<file path="src/design/bvs_pkg.sv">
// ---------------------------------------------------------------------------
// Bounded unique value set: package
// Sizes, status codes and the command and status groups between the
// controller and the datapath.
// ---------------------------------------------------------------------------
package bvs_pkg;

	localparam int MAX_ENTRIES = 32;
	localparam int IDX_W = $clog2(MAX_ENTRIES);
	localparam int CNT_W = 6;
	localparam int VAL_W = 32;
	localparam int ST_W = 3;

	localparam logic [CNT_W-1:0] CAP_RESET = CNT_W'(20);
	localparam logic [CNT_W-1:0] MAX_CNT = CNT_W'(MAX_ENTRIES);

	localparam logic KIND_ADD = 1'b0;
	localparam logic KIND_REMOVE = 1'b1;

	localparam logic [ST_W-1:0] ST_ADDED = 3'd0;
	localparam logic [ST_W-1:0] ST_PRESENT = 3'd1;
	localparam logic [ST_W-1:0] ST_FULL = 3'd2;
	localparam logic [ST_W-1:0] ST_REMOVED = 3'd3;
	localparam logic [ST_W-1:0] ST_NOT_FOUND = 3'd4;
	localparam logic [ST_W-1:0] ST_EMPTY = 3'd5;

	typedef struct packed {
		logic load_item;
		logic scan_init;
		logic scan_run;
		logic shift_wr;
		logic append;
		logic dec_count;
		logic set_res;
		logic [ST_W-1:0] res_code;
		logic load_out;
	} dp_cmd_t;

	typedef struct packed {
		logic kind;
		logic full;
		logic empty;
		logic hit;
		logic scan_end;
		logic data_vld;
	} dp_stat_t;

endpackage

</file>
<file path="src/design/bounded_unique_value_set.sv">
// ---------------------------------------------------------------------------
// Bounded unique value set
// Set of distinct 32-bit signed values in insertion order, with a
// configurable capacity, add and remove requests and one result per item.
// ---------------------------------------------------------------------------
// One item is worked on at a time. The entry memory has one read port, so the
// search reads one entry per cycle and stops at the first match. A removal
// then moves each later entry down one slot per cycle. Full and empty errors
// are found in the check state, before any search. The result waits in an
// output register, and the next item is accepted the cycle after the result
// is loaded there, even while it waits. The capacity register may be written
// at any time the block is idle; values above 32 act as 32.
module bounded_unique_value_set (
	input  logic                            clk,
	input  logic                            arst_n,
	input  logic                            in_valid,
	output logic                            in_ready,
	input  logic                            kind,
	input  logic signed [bvs_pkg::VAL_W-1:0] value,
	output logic                            out_valid,
	input  logic                            out_ready,
	output logic [bvs_pkg::ST_W-1:0]        status,
	output logic [bvs_pkg::CNT_W-1:0]       entry_total,
	input  logic                            cfg_valid,
	output logic                            cfg_ready,
	input  logic [bvs_pkg::CNT_W-1:0]       cfg_data
);

	bvs_pkg::dp_cmd_t  cmd;
	bvs_pkg::dp_stat_t stat;

	assign cfg_ready = 1'b1;

	bvs_ctrl u_ctrl (
		.clk      (clk),
		.arst_n   (arst_n),
		.in_valid (in_valid),
		.in_ready (in_ready),
		.out_valid(out_valid),
		.out_ready(out_ready),
		.stat     (stat),
		.cmd      (cmd)
	);

	bvs_dp u_dp (
		.clk        (clk),
		.arst_n     (arst_n),
		.cmd        (cmd),
		.stat       (stat),
		.cfg_valid  (cfg_valid),
		.cfg_data   (cfg_data),
		.kind       (kind),
		.value      (value),
		.status     (status),
		.entry_total(entry_total)
	);

endmodule

</file>
<file path="src/design/bvs_ram.sv">
// ---------------------------------------------------------------------------
// Generic RAM
// One write port and one read port with a registered read.
// ---------------------------------------------------------------------------
module bvs_ram #(
	parameter int WIDTH = 32,
	parameter int DEPTH = 32
) (
	input  logic                     clk,
	input  logic                     wr_en,
	input  logic [$clog2(DEPTH)-1:0] wr_addr,
	input  logic [WIDTH-1:0]         wr_data,
	input  logic                     rd_en,
	input  logic [$clog2(DEPTH)-1:0] rd_addr,
	output logic [WIDTH-1:0]         rd_data
);

	logic [WIDTH-1:0] mem_q [DEPTH];
	logic [WIDTH-1:0] rd_data_q;

	always_ff @(posedge clk) begin
		if (wr_en) begin
			mem_q[wr_addr] <= wr_data;
		end
		if (rd_en) begin
			rd_data_q <= mem_q[rd_addr];
		end
	end

	assign rd_data = rd_data_q;

endmodule

</file>
<file path="src/design/bvs_ctrl.sv">
// ---------------------------------------------------------------------------
// Bounded unique value set: controller
// Sequences one request through check, scan, shift and response.
// ---------------------------------------------------------------------------
module bvs_ctrl (
	input  logic              clk,
	input  logic              arst_n,
	input  logic              in_valid,
	output logic              in_ready,
	output logic              out_valid,
	input  logic              out_ready,
	input  bvs_pkg::dp_stat_t stat,
	output bvs_pkg::dp_cmd_t  cmd
);

	localparam logic [2:0] S_IDLE = 3'd0;
	localparam logic [2:0] S_CHECK = 3'd1;
	localparam logic [2:0] S_SCAN = 3'd2;
	localparam logic [2:0] S_SHIFT = 3'd3;
	localparam logic [2:0] S_RESP = 3'd4;

	logic [2:0] state_q;
	logic [2:0] state_d;
	logic       out_valid_q;
	logic       out_free;

	assign in_ready = (state_q == S_IDLE);
	assign out_valid = out_valid_q;
	assign out_free = !out_valid_q || out_ready;

	always_comb begin
		state_d = state_q;
		cmd = '0;
		case (state_q)
			S_IDLE: begin
				if (in_valid) begin
					cmd.load_item = 1'b1;
					state_d = S_CHECK;
				end
			end
			S_CHECK: begin
				if (stat.kind == bvs_pkg::KIND_ADD && stat.full) begin
					cmd.set_res = 1'b1;
					cmd.res_code = bvs_pkg::ST_FULL;
					state_d = S_RESP;
				end else if (stat.kind == bvs_pkg::KIND_REMOVE && stat.empty) begin
					cmd.set_res = 1'b1;
					cmd.res_code = bvs_pkg::ST_EMPTY;
					state_d = S_RESP;
				end else begin
					cmd.scan_init = 1'b1;
					state_d = S_SCAN;
				end
			end
			S_SCAN: begin
				cmd.scan_run = 1'b1;
				if (stat.hit) begin
					if (stat.kind == bvs_pkg::KIND_ADD) begin
						cmd.set_res = 1'b1;
						cmd.res_code = bvs_pkg::ST_PRESENT;
						state_d = S_RESP;
					end else begin
						state_d = S_SHIFT;
					end
				end else if (stat.scan_end) begin
					cmd.set_res = 1'b1;
					if (stat.kind == bvs_pkg::KIND_ADD) begin
						cmd.append = 1'b1;
						cmd.res_code = bvs_pkg::ST_ADDED;
					end else begin
						cmd.res_code = bvs_pkg::ST_NOT_FOUND;
					end
					state_d = S_RESP;
				end
			end
			S_SHIFT: begin
				cmd.scan_run = 1'b1;
				cmd.shift_wr = 1'b1;
				if (!stat.data_vld) begin
					cmd.dec_count = 1'b1;
					cmd.set_res = 1'b1;
					cmd.res_code = bvs_pkg::ST_REMOVED;
					state_d = S_RESP;
				end
			end
			S_RESP: begin
				if (out_free) begin
					cmd.load_out = 1'b1;
					state_d = S_IDLE;
				end
			end
			default: begin
				state_d = S_IDLE;
			end
		endcase
	end

	always_ff @(posedge clk or negedge arst_n) begin
		if (!arst_n) begin
			state_q <= S_IDLE;
			out_valid_q <= 1'b0;
		end else begin
			state_q <= state_d;
			if (cmd.load_out) begin
				out_valid_q <= 1'b1;
			end else if (out_ready) begin
				out_valid_q <= 1'b0;
			end
		end
	end

endmodule

</file>
<file path="src/design/bvs_dp.sv">
// ---------------------------------------------------------------------------
// Bounded unique value set: datapath
// Entry memory, count, capacity, scan pointer and result registers.
// ---------------------------------------------------------------------------
module bvs_dp (
	input  logic                            clk,
	input  logic                            arst_n,
	input  bvs_pkg::dp_cmd_t                cmd,
	output bvs_pkg::dp_stat_t               stat,
	input  logic                            cfg_valid,
	input  logic [bvs_pkg::CNT_W-1:0]       cfg_data,
	input  logic                            kind,
	input  logic signed [bvs_pkg::VAL_W-1:0] value,
	output logic [bvs_pkg::ST_W-1:0]        status,
	output logic [bvs_pkg::CNT_W-1:0]       entry_total
);

	logic [bvs_pkg::CNT_W-1:0]       cap_q;
	logic [bvs_pkg::CNT_W-1:0]       count_q;
	logic                            kind_q;
	logic signed [bvs_pkg::VAL_W-1:0] value_q;
	logic [bvs_pkg::CNT_W-1:0]       rd_ptr_q;
	logic                            dvld_q;
	logic [bvs_pkg::ST_W-1:0]        res_q;
	logic [bvs_pkg::ST_W-1:0]        status_q;
	logic [bvs_pkg::CNT_W-1:0]       total_q;

	logic [bvs_pkg::CNT_W-1:0] eff_cap;
	logic [bvs_pkg::CNT_W-1:0] shift_addr;
	logic                      rd_en;
	logic                      wr_en;
	logic [bvs_pkg::IDX_W-1:0] wr_addr;
	logic [bvs_pkg::VAL_W-1:0] wr_data;
	logic [bvs_pkg::VAL_W-1:0] rd_data;

	assign eff_cap = (cap_q > bvs_pkg::MAX_CNT) ? bvs_pkg::MAX_CNT : cap_q;
	assign rd_en = cmd.scan_run && (rd_ptr_q < count_q);
	assign shift_addr = rd_ptr_q - bvs_pkg::CNT_W'(2);

	assign wr_en = cmd.append || (cmd.shift_wr && dvld_q);
	assign wr_addr = cmd.append ? count_q[bvs_pkg::IDX_W-1:0]
		: shift_addr[bvs_pkg::IDX_W-1:0];
	assign wr_data = cmd.append ? $unsigned(value_q) : rd_data;

	bvs_ram #(
		.WIDTH(bvs_pkg::VAL_W),
		.DEPTH(bvs_pkg::MAX_ENTRIES)
	) u_ram (
		.clk    (clk),
		.wr_en  (wr_en),
		.wr_addr(wr_addr),
		.wr_data(wr_data),
		.rd_en  (rd_en),
		.rd_addr(rd_ptr_q[bvs_pkg::IDX_W-1:0]),
		.rd_data(rd_data)
	);

	assign stat.kind = kind_q;
	assign stat.full = (count_q >= eff_cap);
	assign stat.empty = (count_q == '0);
	assign stat.hit = dvld_q && (rd_data == $unsigned(value_q));
	assign stat.scan_end = (rd_ptr_q == count_q);
	assign stat.data_vld = dvld_q;

	always_ff @(posedge clk or negedge arst_n) begin
		if (!arst_n) begin
			cap_q <= bvs_pkg::CAP_RESET;
			count_q <= '0;
			rd_ptr_q <= '0;
			dvld_q <= 1'b0;
		end else begin
			if (cfg_valid) begin
				cap_q <= cfg_data;
			end
			if (cmd.append) begin
				count_q <= count_q + bvs_pkg::CNT_W'(1);
			end else if (cmd.dec_count) begin
				count_q <= count_q - bvs_pkg::CNT_W'(1);
			end
			if (cmd.scan_init) begin
				rd_ptr_q <= '0;
				dvld_q <= 1'b0;
			end else if (cmd.scan_run) begin
				if (rd_en) begin
					rd_ptr_q <= rd_ptr_q + bvs_pkg::CNT_W'(1);
				end
				dvld_q <= rd_en;
			end
		end
	end

	always_ff @(posedge clk) begin
		if (cmd.load_item) begin
			kind_q <= kind;
			value_q <= value;
		end
		if (cmd.set_res) begin
			res_q <= cmd.res_code;
		end
		if (cmd.load_out) begin
			status_q <= res_q;
			total_q <= count_q;
		end
	end

	assign status = status_q;
	assign entry_total = total_q;

endmodule

</file>
<file path="config.mk">
export PLATFORM = sky130hd
export DESIGN_NAME = bounded_unique_value_set
export DESIGN_NICKNAME = d
export VERILOG_FILES = /design/src/design/bvs_pkg.sv /design/src/design/bounded_unique_value_set.sv /design/src/design/bvs_ram.sv /design/src/design/bvs_ctrl.sv /design/src/design/bvs_dp.sv
export SDC_FILE = /design/constraint.sdc
export NUM_CORES = 1
export LEC_CHECK = 0
export ABC_AREA = 0
export BUFFER_PORTS_ARGS = -buffer_cell sky130_fd_sc_hd__buf_2
export CAP_MARGIN = 20
export CELL_PAD_IN_SITES_DETAIL_PLACEMENT = 0
export CELL_PAD_IN_SITES_GLOBAL_PLACEMENT = 1
export CORE_UTILIZATION = 30
export CTS_CLUSTER_SIZE = 30
export DETAILED_ROUTE_END_ITERATION = 8
export PLACE_DENSITY_LB_ADDON = 0.1
export SLEW_MARGIN = 10
export SYNTH_ARGS = -nofsm -noshare
export SYNTH_HDL_FRONTEND = slang
export SYNTH_SLANG_ARGS = --single-unit
</file>
<file path="constraint.sdc">
create_clock -name clk -period 5 [get_ports clk]
set_input_delay 0.5 -clock clk [delete_from_list [all_inputs] [get_ports clk]]
set_output_delay 0.5 -clock clk [all_outputs]
set_load 0.005 [all_outputs]
</file>
==> results of run 1 <==
## logic make-up (layout without fill, tap and decap cells)
family          after synthesis  after routing  synth area share (%)
compound gates               83             83                  1.19
xor+xnor                     39             39                 0.774
fa+ha+maj                    20             20                 0.584
buf+inv                     110            404                  1.26
flops                      1124           1124                  76.2
mux                         395            395                  18.1
other cells                   1              1               0.00850
simple gates                161            161                  1.87
## worst paths after layout
check                                             from                            endpoint  slack, ps  depth (start not counted)
min in group asynchronous                       arst_n           u_dp.cap_q[5]$_DFFE_PN0P_        330                          2
setup / recovery           u_dp.count_q[3]$_DFFE_PN0P_  u_dp.u_ram.mem_q[19][19]$_DFFE_PP_       1010                         11
hold reg to reg                u_dp.res_q[1]$_DFFE_PP_            u_dp.status[1]$_DFFE_PP_        420                          0
hold / removal                               value[16]          u_dp.value_q[16]$_DFFE_PP_         40                          1
setup reg to reg           u_dp.count_q[3]$_DFFE_PN0P_  u_dp.u_ram.mem_q[19][19]$_DFFE_PP_       1010                         11
max in group asynchronous                       arst_n        u_dp.rd_ptr_q[1]$_DFFE_PN0P_       4220                          2
## final cells by class
class,count,area share (%)
Timing Repair Buffer,158,2.72
Clock buffer,153,6.18
Inverter,19,0.138
Multi-Input combinational cell,699,20.1
Sequential cell,1124,65.2
Clock inverter,74,1.10
Tap cell,1917,4.64
## stage by stage
stage | hold WS [ps] | power [uW] | area (um^2) | std cells | util [%]
after floorplan | 204 | 18100 | 44100 | 1933 | -
after global placement | 412 | 21000 | 47600 | 3885 | 32.6
after detailed placement | 410 | 21000 | 47600 | 3885 | 32.6
after CTS | 1.74 | 29700 | 51600 | 4144 | 35.4
after global routing | 7.22 | 30500 | 51600 | 4144 | 35.4
final | 39.1 | 29200 | 51600 | 4144 | 35.4
## flip-flops by register name, summed over array words and instances, names as in the netlist
register            cells
u_dp.status             3
u_dp.value_q           32
u_dp.u_ram.rd_data     32
u_dp.rd_ptr_q           6
u_ctrl.state_q          3
u_dp.cap_q              6
u_dp.entry_total        6
u_dp.u_ram.mem_q     1024
u_dp.dvld_q             1
u_dp.res_q              3
u_dp.kind_q             1
u_ctrl.out_valid        1
u_dp.count_q            6
## synth_stat cells (all sizes together) (5+ instances only)
| library cell | instances | area share (%) |
|---|---|---|
| xnor2 | 33 | 0.66 |
| nand2b | 18 | 0.26 |
| a21oi | 23 | 0.26 |
| mux2 | 70 | 1.8 |
| dfrtp | 21 | 1.2 |
| ha | 19 | 0.54 |
| nand4 | 16 | 0.23 |
| nor3 | 9 | 0.10 |
| edfxtp | 1101 | 75 |
| o22ai | 20 | 0.28 |
| mux4 | 314 | 16 |
| inv | 19 | 0.16 |
| or3 | 5 | 0.071 |
| nand3 | 19 | 0.22 |
| clkbuf | 37 | 0.31 |
| mux2i | 11 | 0.25 |
| nor4 | 7 | 0.16 |
| nand2 | 50 | 0.43 |
| o21ai | 14 | 0.16 |
| a21o | 7 | 0.12 |
| nor2 | 25 | 0.21 |
| buf | 54 | 0.79 |
| xor2 | 6 | 0.12 |
## routing by layer
metal  wire, um  up-vias  share of wire (%)
li1           -     8622                  -
met1      56300    11480                 44
met2      63700      538                 50
met3       6160      158                4.8
met4       2370        2                1.8
met5         13        -              0.010
## worst max-delay path, cell delays in order, from the launching register on
cell and delay, ps:
dfrtp_1 510, inv_1 160, ha_1 330, nand4_1 160
nor2_1 220, nand2_1 190, a31oi_4 220, buf_4 220
buf_4 300, nand4_1 530, a21oi_4 310, buf_4 430
## power by group through the flow
stage / registers [uW] / logic [uW] / clock network (uW)
5_1_grt: 12800 / 8580 / 9120
3_5_place_dp: 12900 / 8110 / 0
3_3_place_gp: 12900 / 8060 / 0
6_report: 12700 / 7950 / 8540
4_1_cts: 12700 / 8150 / 8790
2_1_floorplan: 12600 / 5460 / 0
## repair_timing
item / 4_1_cts / 5_1_grt
hold buffers: 32 / 0
gates resized for setup: 0 / 0
endpoints found under the hold margin: 52 / 0
setup buffers: 0 / 0
==> impl_results.rst, run 1 <==
.. list-table::
   :header-rows: 1

   * - Metric
     - Value
   * - Minimum setup slack in the final design
     - slightly above 1000 ps
   * - Number of hold violations in the final report
     - 0
   * - Fraction of power spent switching nets
     - 30.8%
   * - Distinct cells, synth
     - 51
   * - Setup_tns
     - 0 ps
   * - Hold Crit Class
     - input pin to flop
   * - Tightest Pin Transition
     - 1080 ps
   * - Final Routed Wirelength
     - 129000 um
   * - Die outline height
     - 385 um
   * - Maximum net fanout on the critical path
     - 17
   * - Outcome
     - finished, final reports clean
   * - Via/cell ratio
     - around 5
   * - Met2 track demand over resource
     - 29.0%
   * - Worst-Skew Late Latency
     - 740 ps
   * - Maximum number of pins on one net before global-route repair
     - about 140
   * - Remaining number of nets flagged by the antenna check after routing
     - 0
   * - Diodes inserted
     - 0
   * - Met3 demand-to-capacity share in global routing
     - 2.96%
   * - Final worst-path cycle share
     - about four fifths
   * - Number of vias after detailed routing
     - 20800
   * - Data arrival time of the worst path
     - 4360 ps
   * - Site row count
     - 140
   * - Kind of critical path
     - flop to flop
   * - Clock tree from TritonCTS
     - yes
   * - Layout overhead on the synthesized area
     - 17.1%
   * - Number of clock sinks
     - between 1000 and 1500
   * - Total count of max-transition violations in the final report
     - 0
   * - Leading cell types in the layout, fill and taps excluded
     - edfxtp_1 (1101), mux4_2 (314), clkbuf_16 (123), mux2_2 (70), buf_2 (54)
   * - Relative contribution of the clock network to total power
     - 29.2%
   * - Number of nets in the final layout
     - 2186
   * - I/O Buffers
     - 54
   * - Maximum clock rate
     - 251 MHz
   * - Critical Path RT
     - roughly 5400 ps
   * - Post-DP HPWL
     - 70700 um
   * - RSZ-0062 raised after global routing
     - no
   * - #FFs+latches synth
     - 1124
   * - Setup violators final
     - 0
   * - Power share of the combinational group
     - 27.2%
   * - Bufs on Longest Clock Path
     - 3
   * - Clk_skew
     - 27.4 ps
   * - Layout cell share with drive strength beyond 1
     - 32.8%
   * - Area of combinational cells with multiple inputs
     - 0.0104 mm^2
   * - Mapped cell area
     - 0.0441 mm^2
   * - Warnings, synthesis
     - 0
   * - Vias in the first global route
     - 21822
   * - Count of flip-flops with a built-in enable after synthesis
     - 1101
   * - Synth Area per Inst
     - 22.8 um^2
   * - Clock buffers created by TritonCTS
     - 120
   * - Maximum vdd ir drop
     - 0.497 mV
   * - DRC marker count from the first detailed-route iteration
     - 1848
   * - Max-cap check violation count
     - 0
   * - First-pass GRT wire length
     - 178000 um
   * - I/O pin cnt
     - 56
   * - Syn_nets
     - 1997
   * - Effective utilization at floorplan
     - 30.3%
   * - Root buffer selected by CTS
     - clkbuf_16
   * - Global-route track usage on met1
     - between 20 and 25%
   * - Grt peak-use layer
     - met2
   * - Min cycle time layout
     - ~4000 ps
   * - Die Outline Area
     - between 0.1 and 0.15 mm^2
   * - Clock transition at the registers of the reported paths
     - 60 ps
   * - Most frequent standard cell in the layout excluding fill and tap cells
     - edfxtp_1
   * - All-layer global routing usage
     - 17.5%
   * - Reg power frac
     - roughly 44%
   * - Total of fill cells in the finished design
     - 13404
   * - H-Tree Level Count
     - 3
   * - Nature of the critical path endpoint
     - flop
   * - Post-place setup slack
     - between 900 and 1000 ps
   * - Routed wire length per instance
     - about 31 um
   * - Antenna violations before repair
     - 3
   * - Initial DRT Pass Iterations
     - 6
   * - Placeable core region
     - 0.146 mm^2
   * - Die span in x
     - between 300 and 400 um
   * - Internal portion of total power
     - 20200 uW
   * - Fraction of registers with async set or reset after synthesis
     - between 2 and 2.5%
   * - Relative max-transition margin
     - 27.9%
   * - Power spent charging and discharging nets
     - approximately 9000 uW
   * - Total congestion overflow
     - 0
   * - Primary flip-flop cell chosen by synthesis mapping
     - edfxtp_1
   * - Sequential element share of the synthesized area
     - roughly 76%
   * - Sequential standard cell area
     - 0.0337 mm^2
   * - Remaining DRCs
     - 0
   * - Crit start category
     - flop
   * - Synthesized instance count
     - 1933
   * - PwrDens
     - 566 mW/mm^2
   * - Leakage
     - 0.0157 uW
   * - Gp weighted congestion
     - 0.780
Power figures use the tool's default switching activity.
==> run 2, diff against run 1 <==
--- a/config.mk
+++ b/config.mk
@@ -5,7 +5,7 @@
 export SDC_FILE = /design/constraint.sdc
 export NUM_CORES = 1
 export LEC_CHECK = 0
-export ABC_AREA = 0
+export ABC_AREA = 1
 export BUFFER_PORTS_ARGS = -buffer_cell sky130_fd_sc_hd__buf_2
 export CAP_MARGIN = 20
 export CELL_PAD_IN_SITES_DETAIL_PLACEMENT = 0
==> constraint.sdc (replaced) <==
create_clock -name clk -period 3.7 [get_ports clk]
set_input_delay 0.37 -clock clk [delete_from_list [all_inputs] [get_ports clk]]
set_output_delay 0.37 -clock clk [all_outputs]
set_load 0.005 [all_outputs]
==> run 2 against run 1 <==
Net effect: worst hold slack improved by 30 ps; synthesized cell count rose by 78%; maximum frequency rose by 14%; worst setup slack got worse by 800 ps; sequential power rose by 29%; critical endpoint is now u_dp.u_ram.rd_data[12]$_DFFE_PP_; die area rose by 2.8%; wire length rose by 25%; cell count rose by 40%; clock power rose by 48%; flip-flop and latch count did not move.
==> impl_results.rst, run 2 <==
.. list-table::
   :header-rows: 1

   * - Metric
     - Value
   * - Outcome
     - finished, final reports clean
   * - Vias in the first global route
     - 29464 (+35%)
   * - Leading cell types in the layout, fill and taps excluded
     - edfxtp_1 (1101), nor2_1 (616), o21ai_0 (571), nand2_1 (201), o221ai_1 (182)
   * - Count of flip-flops with a built-in enable after synthesis
     - 1101 (unchanged)
   * - Area leader, netlist
     - edfxtp_1
   * - Relative max-transition margin
     - 42.3% (+14 points)
   * - Site row count
     - 142 (+1.4%)
   * - Placeable core region
     - 0.150 mm^2 (+2.9%)
   * - Synthesized instance count
     - 3444 (+78%)
   * - Final design area excluding fillers
     - 0.0547 mm^2 (+5.9%)
   * - Initial DRT Pass Iterations
     - 5 (-1)
   * - # placed instances
     - 5495 (+41%)
   * - Max reg flops
     - 1024 (unchanged)
   * - Min cycle time layout
     - 3490 ps (-498 ps)
   * - Tightest Pin Transition
     - 865 ps (-216 ps)
   * - Remaining number of nets flagged by the antenna check after routing
     - 0 (unchanged)
   * - Number of vias after detailed routing
     - 29823 (+43%)
   * - Startpoint of the worst hold path
     - in_valid
   * - Fraction of registers with async set or reset after synthesis
     - 2.05% (unchanged)
   * - Sequential standard cell area
     - 0.0337 mm^2 (about the same)
   * - Final worst-path cycle share
     - 94.4% (+15 points)
   * - H-Tree Level Count
     - 4 (+1)
   * - Syn_nets
     - 3508 (+76%)
   * - Routed wire length per instance
     - 27.7 um (-11%)
   * - Max stage delay cell, worst path
     - buf_4
   * - Sequential element share of the synthesized area
     - 74.2% (-2.1 points)
   * - Maximum clock rate
     - 286 MHz (+14%)
   * - CP top delay family
     - buffers and inverters
   * - Die outline height
     - 391 um (+1.4%)
   * - Total count of max-transition violations in the final report
     - 0 (unchanged)
   * - Root buffer selected by CTS
     - clkbuf_16
   * - Primary flip-flop cell chosen by synthesis mapping
     - edfxtp_1
   * - Die span in x
     - 391 um (+1.4%)
   * - Layout cell share with drive strength beyond 1
     - 15.5% (-17 points)
   * - Clock buffers created by TritonCTS
     - 132 (+10%)
   * - Area of combinational cells with multiple inputs
     - 0.0106 mm^2 (+2.8%)
   * - Layout overhead on the synthesized area
     - 20.6%
   * - Nature of the critical path endpoint
     - flop
   * - Clock transition at the registers of the reported paths
     - 60 ps (about the same)
   * - Effective utilization at floorplan
     - 30.2% (about the same)
   * - DRC marker count from the first detailed-route iteration
     - 2701 (+46%)
   * - Placed cell area
     - 0.0500 mm^2 (+5.0%)
   * - All-layer global routing usage
     - 20.9% (+3.5 points)
   * - Antenna violations before repair
     - 10 (+7)
   * - Total of fill cells in the finished design
     - 14428 (+7.6%)
   * - First-pass GRT wire length
     - 225000 um (+27%)
   * - Data arrival time of the worst path
     - 4120 ps (-240 ps)
   * - Clk_skew
     - 25.0 ps (-2.44 ps)
   * - Post-DP HPWL
     - 96900 um (+37%)
   * - Synth cell count leaders
     - edfxtp_1 (1101), nor2_1 (648), o21ai_0 (600)
   * - Synth Area per Inst
     - 13.2 um^2 (-42%)
   * - Remaining DRCs
     - 0 (unchanged)
   * - Number of buffers and inverters on the critical path
     - 3 (-1)
   * - Mapped cell area
     - 0.0454 mm^2 (+2.8%)
   * - Leakage
     - 0.0180 uW (+15%)
   * - Most common cell in the netlist
     - edfxtp_1
   * - Max-cap check violation count
     - 0 (unchanged)
   * - Maximum net fanout on the critical path
     - 71 (+54)
   * - Worst-Skew Late Latency
     - 770 ps (+30 ps)
   * - Distinct cells, synth
     - 49 (-3.9%)
   * - Worst-case register-to-register setup slack
     - 210 ps (-800 ps)
   * - Max stage delay on crit path
     - 720 ps (+190 ps)
   * - Maximum vdd ir drop
     - 0.418 mV (-16%)
   * - Maximum number of pins on one net before global-route repair
     - 111 (-20%)
   * - Reg with most FFs
     - u_dp.u_ram.mem_q
   * - Number of nets in the final layout
     - 3731 (+71%)
   * - Kind of critical path
     - flop to flop
   * - Final core utilization
     - 36.5% (+1.0 points)
   * - Count of placed standard cells in the final layout, fillers left out
     - 5786 (+40%)
   * - Ranking of synthesized cells by area
     - edfxtp_1 (73%), o21ai_0 (6.6%), nor2_1 (5.4%)
   * - Most frequent standard cell in the layout excluding fill and tap cells
     - edfxtp_1
   * - Setup violators final
     - 0 (unchanged)
   * - Hold Crit Class
     - input pin to flop
   * - PwrDens
     - 780 mW/mm^2 (+38%)
   * - Via/cell ratio
     - 5.15 (+2.7%)
   * - Final Routed Wirelength
     - 160000 um (+25%)
   * - Bufs on Longest Clock Path
     - 3 (unchanged)
   * - RSZ-0062 raised after global routing
     - no
   * - I/O pin cnt
     - 56 (unchanged)
   * - Fraction of post-synthesis cell area in the top cell type by area
     - 72.9% (-2.0 points)
   * - Number of clock sinks
     - 1124 (unchanged)
   * - Series of cell instances along the critical path
     - buf_12, buf_4, o21ai_0, o22ai_1, nor2_1, nor2_1, o21ai_0, a22oi_1, buf_4
   * - Clock tree from TritonCTS
     - yes
   * - #FFs+latches synth
     - 1124 (unchanged)
   * - Critical Path RT
     - 4330 ps (-1040 ps)
   * - I/O Buffers
     - 54 (unchanged)
   * - Die Outline Area
     - 0.153 mm^2 (+2.8%)
   * - Number of hold violations in the final report
     - 0 (unchanged)
   * - Timing startpoint of the critical path
     - u_dp.rd_ptr_q[0]$_DFFE_PN0P_
   * - Total Power
     - 42600 uW (+46%)
   * - FF-to-FF Start
     - u_dp.rd_ptr_q[0]$_DFFE_PN0P_
   * - Crit start category
     - flop
   * - Number of gates given a new drive strength after cts
     - 0 (unchanged)
   * - Warnings, synthesis
     - 0 (unchanged)
   * - Total congestion overflow
     - 0 (unchanged)
   * - Gp weighted congestion
     - 0.815 (+4.5%)
==> run 2: cell count changes in the layout (fill, tap and decap cells not counted), sizes merged, moves of 67 or more <==
cell / before / now
mux4: 314 / 0
mux2: 70 / 3
nor2: 25 / 655
o221ai: 1 / 182
inv: 23 / 116
buf: 126 / 269
o21ai: 14 / 603
nand2: 50 / 220
==> run 2: final timing paths <==
kind,cells after the start,end
worst max-delay path,9,u_dp.u_ram.rd_data[12]$_DFFE_PP_
worst min-delay path,3,u_dp.kind_q$_DFFE_PP_
worst max register to register,9,u_dp.u_ram.rd_data[12]$_DFFE_PP_
worst min register to register,0,u_dp.status[1]$_DFFE_PP_
max in group asynchronous,2,u_dp.rd_ptr_q[2]$_DFFE_PN0P_
min in group asynchronous,2,u_dp.cap_q[3]$_DFFE_PN0P_
==> run 2: cell type report <==
type / count / area share [%]
Inverter: 116 / 0.847
Sequential cell: 1124 / 61.6
Multi-Input combinational cell: 1974 / 19.5
Timing Repair Buffer: 319 / 5.90
Tap cell: 2016 / 4.61
Clock inverter: 73 / 1.29
Clock buffer: 159 / 6.30
Antenna cell: 5 / 0.0229
==> run 2: timing repair <==
action                                 CTS  global route
buffers inserted                         0             3
hold buffers                            50             0
endpoints found under the hold margin   63             0
setup endpoints to repair                0             1
==> run 2: cell families after synthesis <==
family	Yosys count	synth area share, %
flops	1124	74.2
simple gates	972	9.12
compound gates	967	12.7
buf+inv	346	3.11
fa+ha+maj	20	0.568
xor+xnor	11	0.212
mux	3	0.0745
other cells	1	0.00827
==> run 2: metal layers <==
layer  vias to the layer above  GRT usage (%)  share of wire (%)
met4                         0           6.72                3.1
met2                       862           34.5                 48
met5                         -              0                  0
met1                     15400           27.9                 44
met3                       206           3.68                5.5
li1                      13355              -                  -
==> run 2: report_power, final <==
part,switching (uW),internal (uW)
combinational,10000,3640
clock,5350,7250
sequential,312,16100
==> run 2: stage by stage <==
| stage | hold slack [ps] | TNS [ps] | setup slack, ps |
|---|---|---|---|
| 2_1_floorplan | 74.4 | -196160 | -238 |
| 3_3_place_gp | 407 | 0 | 15.8 |
| 3_5_place_dp | 413 | 0 | 191 |
| 4_1_cts | 84.0 | 0 | 143 |
| 5_1_grt | 40.3 | 0 | 54.6 |
| 6_report | 69.4 | 0 | 206 |
==> run 2: worst register-to-register path, stage by stage (launching register included) <==
cell     delay, ps
dfrtp_4        470
buf_12         280
buf_4          840
o21ai_0        220
o22ai_1        190
nor2_1          80
nor2_1         240
o21ai_0        220
a22oi_1        600
buf_4          230
